[config.mk]
export PLATFORM = sky130hd
export DESIGN_NAME = pip_fifo
export DESIGN_NICKNAME = d
export VERILOG_FILES = /design/src/pip_pkg.sv /design/src/pip_fifo.sv
export SDC_FILE = /design/constraint.sdc
export NUM_CORES = 1
export LEC_CHECK = 0
export ABC_AREA = 1
export BUFFER_PORTS_ARGS = -buffer_cell sky130_fd_sc_hd__buf_2
export CORE_MARGIN = 2
export CORE_UTILIZATION = 60
export CTS_BUF_LIST = sky130_fd_sc_hd__clkbuf_4 sky130_fd_sc_hd__clkbuf_8
export DETAILED_ROUTE_END_ITERATION = 8
export GPL_TIMING_DRIVEN = 1
export MAX_ROUTING_LAYER = met4
export PLACE_DENSITY = 0.91
export SLEW_MARGIN = 20
export SYNTH_ARGS = -nofsm -noshare
export SYNTH_HDL_FRONTEND = slang
export SYNTH_SLANG_ARGS = --single-unit
[constraint.sdc]
create_clock -name clk -period 9.37 [get_ports clk]
set_input_delay 0.937 -clock clk [delete_from_list [all_inputs] [get_ports clk]]
set_output_delay 0.937 -clock clk [all_outputs]
set_load 0.01 [all_outputs]
[src/pip_pkg.sv]
// ----------------------------------------------------------------------------
// pip_pkg: shared types and constants of the point-in-polygon test core
// Coordinate and product widths, the request carried from the front to the
// back, the per-edge result and the position codes.
// ----------------------------------------------------------------------------
package pip_pkg;

  localparam int COORD_W    = 16;
  localparam int DIFF_W     = COORD_W + 1;
  localparam int PROD_W     = 2 * DIFF_W;
  localparam int SUM_W      = PROD_W + 1;
  localparam int FIFO_DEPTH = 4;
  localparam int FIFO_AW    = $clog2(FIFO_DEPTH);

  localparam logic [1:0] POS_OUT = 2'd0;
  localparam logic [1:0] POS_ON  = 2'd1;
  localparam logic [1:0] POS_IN  = 2'd2;

  typedef logic signed [COORD_W-1:0] coord_t;
  typedef logic signed [DIFF_W-1:0]  diff_t;
  typedef logic signed [PROD_W-1:0]  prod_t;
  typedef logic signed [SUM_W-1:0]   sum_t;

  // One accepted vertex with everything the back needs for its edges.
  typedef struct packed {
    logic   start;
    logic   last;
    coord_t qx;
    coord_t qy;
    coord_t px;
    coord_t py;
    coord_t vx;
    coord_t vy;
    coord_t fx;
    coord_t fy;
  } pip_item_t;

  typedef struct packed {
    logic toggle;
    logic on_edge;
  } edge_res_t;

  function automatic diff_t coord_diff(coord_t a, coord_t b);
    return DIFF_W'(a) - DIFF_W'(b);
  endfunction

endpackage

[src/pip_fifo.sv]
// ----------------------------------------------------------------------------
// pip_fifo: request queue between front and back
// A small register-file queue that lets the front keep accepting vertices
// while the back waits on the result channel.
// ----------------------------------------------------------------------------
module pip_fifo import pip_pkg::*; (
  input  logic      clk,
  input  logic      rst_n,
  input  logic      push,
  input  pip_item_t wr_item,
  input  logic      pop,
  output pip_item_t rd_item,
  output logic      empty,
  output logic      full
);

  pip_item_t          mem [FIFO_DEPTH];
  logic [FIFO_AW-1:0] wr_ptr_r, rd_ptr_r;
  logic [FIFO_AW:0]   count_r, count_nxt;

  assign empty   = (count_r == '0);
  assign full    = (count_r == (FIFO_AW+1)'(FIFO_DEPTH));
  assign rd_item = mem[rd_ptr_r];

  always_comb begin
    count_nxt = count_r;
    if (push && !pop) begin
      count_nxt = count_r + 1'b1;
    end else if (pop && !push) begin
      count_nxt = count_r - 1'b1;
    end
  end

  always_ff @(posedge clk) begin
    if (!rst_n) begin
      wr_ptr_r <= '0;
      rd_ptr_r <= '0;
      count_r  <= '0;
    end else begin
      count_r <= count_nxt;
      if (push) begin
        wr_ptr_r <= wr_ptr_r + 1'b1;
      end
      if (pop) begin
        rd_ptr_r <= rd_ptr_r + 1'b1;
      end
    end
  end

  always_ff @(posedge clk) begin
    if (push) begin
      mem[wr_ptr_r] <= wr_item;
    end
  end

endmodule

==> out/qor.txt <==
Hold-fix buffers, CTS - 0
largest net degree at the start of global routing - 261
setup tns final - 0 ns
initial antenna violation count - 7
Ports - 266
Max transition margin - 29.5%
vias in the first global route - 12.5k
DRT Pass-1 Iters - 5
syn_area_per_cell - 15.0 um2
RSZ-0062 raised after global routing - false
met2 Track Usage GR - 42.1%
routability cong. - 0.768
Worst setup SP type - register
post-route ant nets - 0
CTS tree - done
core region area - 32500 um2
syn nets - 1455
later-pin clock latency in the skew report - 0.63 ns
DR iter-0 viols - 1384
Critical Path End Type - output port
Post CTS Setup Buffer Count - 0
Max Fanout on Critical Path - 122
final max-slew violation count - 0
post-CTS sizing - 0
endpoints failing setup - 0
DRC - 0
Yosys top cell area share - 79.2%
Setup Skew - 0.0345 ns
Clock Path Buffers - 3
fmax - 215 MHz
share of cells above drive strength 1 - 24.6%
Die H - 185 um
WL per Instance - 20.8 um
Min Clock Period, post-route - 4.64 ns
H-tree lvl count - 3
most frequent cells in the layout - edfxtp_1, nor2_1, buf_2
largest area contributor in the synthesized netlist - edfxtp_1
Req. time, crit path - 8.43 ns
leak pwr - 7.95 nW
row cnt - 66
vias - 12.3k
number of vias per cell - 5.83
most common cell after layout, fill and taps aside - edfxtp_1
pwr/cell area - 220 nW/um2
Worst Tran Pin Value - 1.06 ns
GR peak layer - met2
IO Port Bufs - 265
Yosys warnings - 0
critical path class - register to output port
CTS sink cnt - 529
largest cells by area after synthesis - edfxtp_1, nor2_1, o21ai_0
Post-Synthesis Cells - 1315
Layout area overhead - 15.3%
final WL - 43900 um
Peak supply drop - 0.000179 V
Seq cells post-synth - 529
Num CTS Buffers - 81
outcome - finished clean
met3 Track Usage GR - 7.90%
final hold viol count - 0
placed instance area - 21100 um2
first-pass GRT wire length - 65100 um
crit path DAT - 3.71 ns
Synth cell types - 23
register area share after synthesis - 80.1%
Max Cap Violations - 0
Die Wd - 185 um
Mapped Area - 19700 um2
CTS Root Cell - clkbuf_8
Starting Density - 60.8%
post-route clock period utilization - 49.5%
global routing met1 resource utilization - 30.7%
final instance area - 22700 um2
nets - 1727
GR Overflow Total - 0
Post-DP HPWL - 23300 um
die area - 34300 um2
Overall Global Routing Usage - 26.0%
clock-pin slew on the worst setup and hold paths - 0.06 ns
Worst Hold Class - input port to register
-- layer usage --
metal	up-vias	share of wire [%]
met5	-	0
met4	0	2.1
met3	81	10
met2	637	50
met1	6010	38
li1	5565	-
-- worst max-delay path, stage by stage (launching register included) --
cell,delay [ns]
dfxtp_4,0.84
buf_4,0.68
buf_6,0.67
o21ai_0,0.23
o22ai_1,0.28
buf_2,0.21
-- final timing paths --
| kind | from | end | cells past startpoint | slack (ns) |
|---|---|---|---|---|
| setup / recovery | register | rd_item[62] | 5 | 4.73 |
| hold / removal | wr_item[129] | mem[0][129] | 1 | 0.52 |
| setup reg to reg | wr_ptr_r[0] | mem[0][25] | 5 | 6.61 |
| hold reg to reg | rd_ptr_r[1] | register | 1 | 0.52 |
-- Yosys cell counts, drive strengths merged --
library cell and instances:
nand4 1, buf 40, dfxtp 9, nand2 9, nor3 2, nor2 265, a21oi 4, ha 5
edfxtp 520, fa 1, o22ai 130, clkbuf 45, inv 17, nand3 1, o21ai 266
-- power by group --
part	switching [mW]	internal, mW	total, mW
registers	0.0369	2.71	2.74
clock network	0.865	0.954	1.82
logic	0.306	0.143	0.449
total	1.21	3.80	5.01
-- cells by family after synthesis --
kind of cell               synth area share, %
buffers and inverters                     3.20
DFF                                       80.1
AOI/OAI and AO/OA                         11.0
adders and majority gates                0.419
and+or+nand+nor                           5.32
-- final cells by class --
cell class,instances,area (um2)
Sequential cell,529,15800
Fill cell,2006,9710
Multi-Input combinational cell,684,3300
Timing Repair Buffer,274,1420
Clock buffer,108,1320
Tap cell,442,553
Clock inverter,41,223
Inverter,17,98.8
Antenna cell,13,32.5
-- state kept, by name, indices dropped and copies added, names as in the netlist, named ones only --
signal	flops
wr_ptr_r	2
mem	520
rd_ptr_r	2
count_r	3
-- metrics by stage --
| stage | setup WS [ns] | hold WS [ns] | power [mW] | instances | util, % |
|---|---|---|---|---|---|
| global placement | 5.31 | 0.414 | 3.21 | 1945 | 65.1 |
| detailed placement | 5.13 | 0.450 | 3.24 | 1945 | 65.1 |
| finish | 4.73 | 0.516 | 5.01 | 2108 | 70.1 |
| CTS | 4.43 | 0.475 | 5.04 | 2094 | 69.9 |
| global route | 4.50 | 0.473 | 5.19 | 2102 | 70.0 |
| floorplan | 5.41 | 0.412 | 3.05 | 1315 | - |
Note: power is estimated with default switching activity, not from simulation.
