$ cat src/pip_pkg.sv
// ----------------------------------------------------------------------------
// pip_pkg: shared types and constants of the point-in-polygon test core
// Coordinate and product widths, the request carried from the front to the
// back, the per-edge result and the position codes.
// ----------------------------------------------------------------------------
package pip_pkg;

  localparam int COORD_W    = 16;
  localparam int DIFF_W     = COORD_W + 1;
  localparam int PROD_W     = 2 * DIFF_W;
  localparam int SUM_W      = PROD_W + 1;
  localparam int FIFO_DEPTH = 4;
  localparam int FIFO_AW    = $clog2(FIFO_DEPTH);

  localparam logic [1:0] POS_OUT = 2'd0;
  localparam logic [1:0] POS_ON  = 2'd1;
  localparam logic [1:0] POS_IN  = 2'd2;

  typedef logic signed [COORD_W-1:0] coord_t;
  typedef logic signed [DIFF_W-1:0]  diff_t;
  typedef logic signed [PROD_W-1:0]  prod_t;
  typedef logic signed [SUM_W-1:0]   sum_t;

  // One accepted vertex with everything the back needs for its edges.
  typedef struct packed {
    logic   start;
    logic   last;
    coord_t qx;
    coord_t qy;
    coord_t px;
    coord_t py;
    coord_t vx;
    coord_t vy;
    coord_t fx;
    coord_t fy;
  } pip_item_t;

  typedef struct packed {
    logic toggle;
    logic on_edge;
  } edge_res_t;

  function automatic diff_t coord_diff(coord_t a, coord_t b);
    return DIFF_W'(a) - DIFF_W'(b);
  endfunction

endpackage

$ cat src/pip_front.sv
// ----------------------------------------------------------------------------
// pip_front: input side of the point-in-polygon test core
// Latches the query point and first vertex, tracks the previous vertex and
// turns each accepted vertex into one request for the back.
// ----------------------------------------------------------------------------
module pip_front import pip_pkg::*; (
  input  logic      clk,
  input  logic      rst_n,
  input  logic      in_valid,
  output logic      in_stall,
  input  coord_t    in_query_x,
  input  coord_t    in_query_y,
  input  coord_t    in_vertex_x,
  input  coord_t    in_vertex_y,
  input  logic      in_last_vertex,
  input  logic      fifo_full,
  output logic      push,
  output pip_item_t item
);

  logic   mid_r;
  coord_t first_x_r, first_y_r, prev_x_r, prev_y_r, held_qx_r, held_qy_r;

  assign in_stall = fifo_full;
  assign push     = in_valid && !fifo_full;

  // On the first vertex the query and first vertex come straight from the ports.
  always_comb begin
    item.start = !mid_r;
    item.last  = in_last_vertex;
    item.qx    = mid_r ? held_qx_r : in_query_x;
    item.qy    = mid_r ? held_qy_r : in_query_y;
    item.px    = prev_x_r;
    item.py    = prev_y_r;
    item.vx    = in_vertex_x;
    item.vy    = in_vertex_y;
    item.fx    = mid_r ? first_x_r : in_vertex_x;
    item.fy    = mid_r ? first_y_r : in_vertex_y;
  end

  always_ff @(posedge clk) begin
    if (!rst_n) begin
      mid_r <= 1'b0;
    end else if (push) begin
      mid_r <= !in_last_vertex;
    end
  end

  always_ff @(posedge clk) begin
    if (push) begin
      prev_x_r <= in_vertex_x;
      prev_y_r <= in_vertex_y;
      if (!mid_r) begin
        held_qx_r <= in_query_x;
        held_qy_r <= in_query_y;
        first_x_r <= in_vertex_x;
        first_y_r <= in_vertex_y;
      end
    end
  end

endmodule

$ cat config.mk
export PLATFORM = sky130hd
export DESIGN_NAME = pip_front
export DESIGN_NICKNAME = d
export VERILOG_FILES = /design/src/pip_pkg.sv /design/src/pip_front.sv
export SDC_FILE = /design/constraint.sdc
export NUM_CORES = 1
export LEC_CHECK = 0
export BUFFER_PORTS_ARGS = -buffer_cell sky130_fd_sc_hd__buf_2
export CORE_MARGIN = 3
export CORE_UTILIZATION = 46
export DETAILED_ROUTE_END_ITERATION = 6
export PLACE_DENSITY = 0.8
export SLEW_MARGIN = 30
export SYNTH_ARGS = -nofsm -noshare
export SYNTH_HDL_FRONTEND = slang
export SYNTH_SLANG_ARGS = --single-unit
$ cat constraint.sdc
create_clock -name clk -period 9.6 [get_ports clk]
set_input_delay 2.4 -clock clk [delete_from_list [all_inputs] [get_ports clk]]
set_output_delay 2.4 -clock clk [all_outputs]
set_load 0.01 [all_outputs]
==> results.sh <==
export IMPL_status="finished, final reports clean"
export IMPL_n_fill_cell=656
export IMPL_ys_types=11
export IMPL_num_rows=33
export IMPL_die_x_um=101
export IMPL_die_h_um=101
export IMPL_endpoint_kind="output pin"
export IMPL_routabilityCongestion=0.733
export IMPL_avgViaCountPerCell=4.77
export IMPL_post_cts_resized=0
export IMPL_rsz0062_at_grt="no"
export IMPL_grt_max_degree=56
export IMPL_fin_nets=448
export IMPL_drt_iter0_drc=60
export IMPL_clk_path_buf_depth=2
export IMPL_dieArea_mm2=0.0101
export IMPL_grt_pass1_wl_mm=11.7
export IMPL_fin_crit_ns=5.72
export IMPL_total_power_uw=911
export IMPL_cts_sinks=97
export IMPL_dpl_instance_area_mm2=0.00498
export IMPL_syn_nets=275
export IMPL_postCtsSetupRepairBufs=0
export IMPL_drt_pass1_iterations=4
export IMPL_synth_avg_cell_area_um2=20.0
export IMPL_grt_pass1_vias=2319
export IMPL_start_util_pct=48.6
export IMPL_hold_path_class="flip-flop to flip-flop"
export IMPL_critPathKind="input port to output pin"
export IMPL_placed_cells=473
export IMPL_crit_start="fifo_full"
export IMPL_hold_depth=1
export IMPL_r2r_cells=2
export IMPL_r2r_start="mid_r"
export IMPL_cts_tree="built"
export IMPL_fmax_mhz=175
export IMPL_track_usage_pct=15.1
export IMPL_hold_viol_final=0
export IMPL_path_max_fanout=44
export IMPL_tightest_slew_ns=0.680
export IMPL_antenna_found_initial=0
export IMPL_clock_latency_ns=0.34
export IMPL_numCtsBuffers=9
export IMPL_port_buffers=200
export IMPL_fin_cells=488
export IMPL_wirelength_mm=7.91
export IMPL_ys_seq_elements=97
export IMPL_syn2layout_area_growth_pct=26.1
export IMPL_drive_gt1_share_pct=73.9
export IMPL_synth_area_mm2=0.00412
export IMPL_finalSetupViolCount=0
export IMPL_p_leak_uw=0.00221
export IMPL_cts_max_level=3
export IMPL_pre_cts_ws_ns=3.87
export IMPL_p_per_area_mw_per_mm2=176
export IMPL_route_detailed_drc=0
export IMPL_num_io_pins=201
export IMPL_yosysWarnings=0
export IMPL_start_kind="input port"
export IMPL_core_area_mm2=0.00846
export IMPL_gr_total_overflow=0
export IMPL_final_area_mm2=0.00519
export IMPL_max_cap_viol_count=0
export IMPL_slew_headroom_pct=54.6
export IMPL_crit_required_ns=7.20
export IMPL_hp_start="first_x_r[2]"
export IMPL_period_share_pct=59.6
export IMPL_cts_reportedPaths_clkPinSlew_ns=0.09
export IMPL_ys_seq_area_share_pct=70.5
export IMPL_fin_setup_tns_ns=0
export IMPL_n_antenna_cell=0
export IMPL_irDropWorstVdd_v=0.0000861
export IMPL_drv_slew=0
export IMPL_vias=2326
export IMPL_wire_per_inst_um=16.2
export IMPL_dpl_hpwl_mm=5.74
export IMPL_worst_slack_ns=3.88
export IMPL_ctsHoldBuffers=0
export IMPL_netlist_instances=206
export IMPL_worstPathArrival_ns=3.32
export IMPL_fin_worst_skew_ns=0.00713
export IMPL_cts_root_buf="clkbuf_8"
export IMPL_postRouteAntennaNets=0
==> area by class of cell <==
cell class | instances | area (um^2) | area share [%]
clock buffer | 9 | 124 | 2.39
clock inverter | 6 | 83.8 | 1.62
inverter | 1 | 3.75 | 0.0724
multi-input combinational | 67 | 895 | 17.2
sequential | 97 | 2910 | 56.0
tap | 105 | 131 | 2.53
timing repair buffer | 203 | 1040 | 20.1
==> cells in the final DEF (no fill, tap or decap) <==
master      count
clkinv_1        1
buf_16          1
mux2_2         26
buf_4           2
dfxtp_4         1
mux2_4         38
clkbuf_8        9
clkinvlp_4      2
nand3b_1        1
buf_2         200
bufinv_16       2
inv_1           1
o211a_1         1
clkinv_2        1
nor2b_4         1
edfxtp_1       96
==> synth_stat cells <==
cell / instances / area (um^2)
edfxtp_1: 96 / 2880
mux2_4: 38 / 571
buf_4: 34 / 255
mux2_2: 26 / 293
buf_6: 5 / 56.3
buf_2: 2 / 10.0
dfxtp_1: 1 / 20.0
inv_1: 1 / 3.75
nand3b_1: 1 / 7.51
nor2b_1: 1 / 6.26
o211a_1: 1 / 10.0
==> state kept, by name, indices dropped and copies added (netlist names) <==
register,cells
held_qy_r,16
held_qx_r,16
first_x_r,16
prev_x_r,16
prev_y_r,16
mid_r,1
first_y_r,16
==> logic make-up after synthesis <==
kind of cell,share of synthesized area (%)
compound gates,0.243
buf+inv,7.90
flops,70.5
mux,21.0
simple gates,0.335
==> path summary, 6_finish.rpt <==
kind,endpoint,slack [ns]
hold reg to reg,first_x_r[2],0.57
setup reg to reg,first_x_r[13],7.96
hold / removal,first_x_r[2],0.57
setup / recovery,push,3.88
==> worst max-delay path, cell delays in order <==
cell and delay (ns):
buf_2 0.12, nor2b_4 0.09, buf_4 0.45, buf_2 0.23
==> layer usage <==
metal  track usage, %  share of wire (%)
met1             18.3                 39
met3             4.43                8.4
met2             25.3                 52
met4             5.80                1.3
met5                0                  0
==> per-stage QoR <==
| stage | hold slack [ns] | util [%] |
|---|---|---|
| detailed placement | 0.548 | 58.8 |
| finish | 0.566 | 61.3 |
| CTS | 0.571 | 61.3 |
| floorplan | 0.565 | - |
| global route | 0.580 | 61.3 |
| global placement | 0.545 | 58.5 |
==> power by group <==
| group | total (uW) | switching [uW] | internal [uW] |
|---|---|---|---|
| sequential | 503 | 9.15 | 494 |
| clock | 275 | 131 | 144 |
| combinational | 133 | 66.0 | 66.9 |
(Power assumes the default switching activity.)
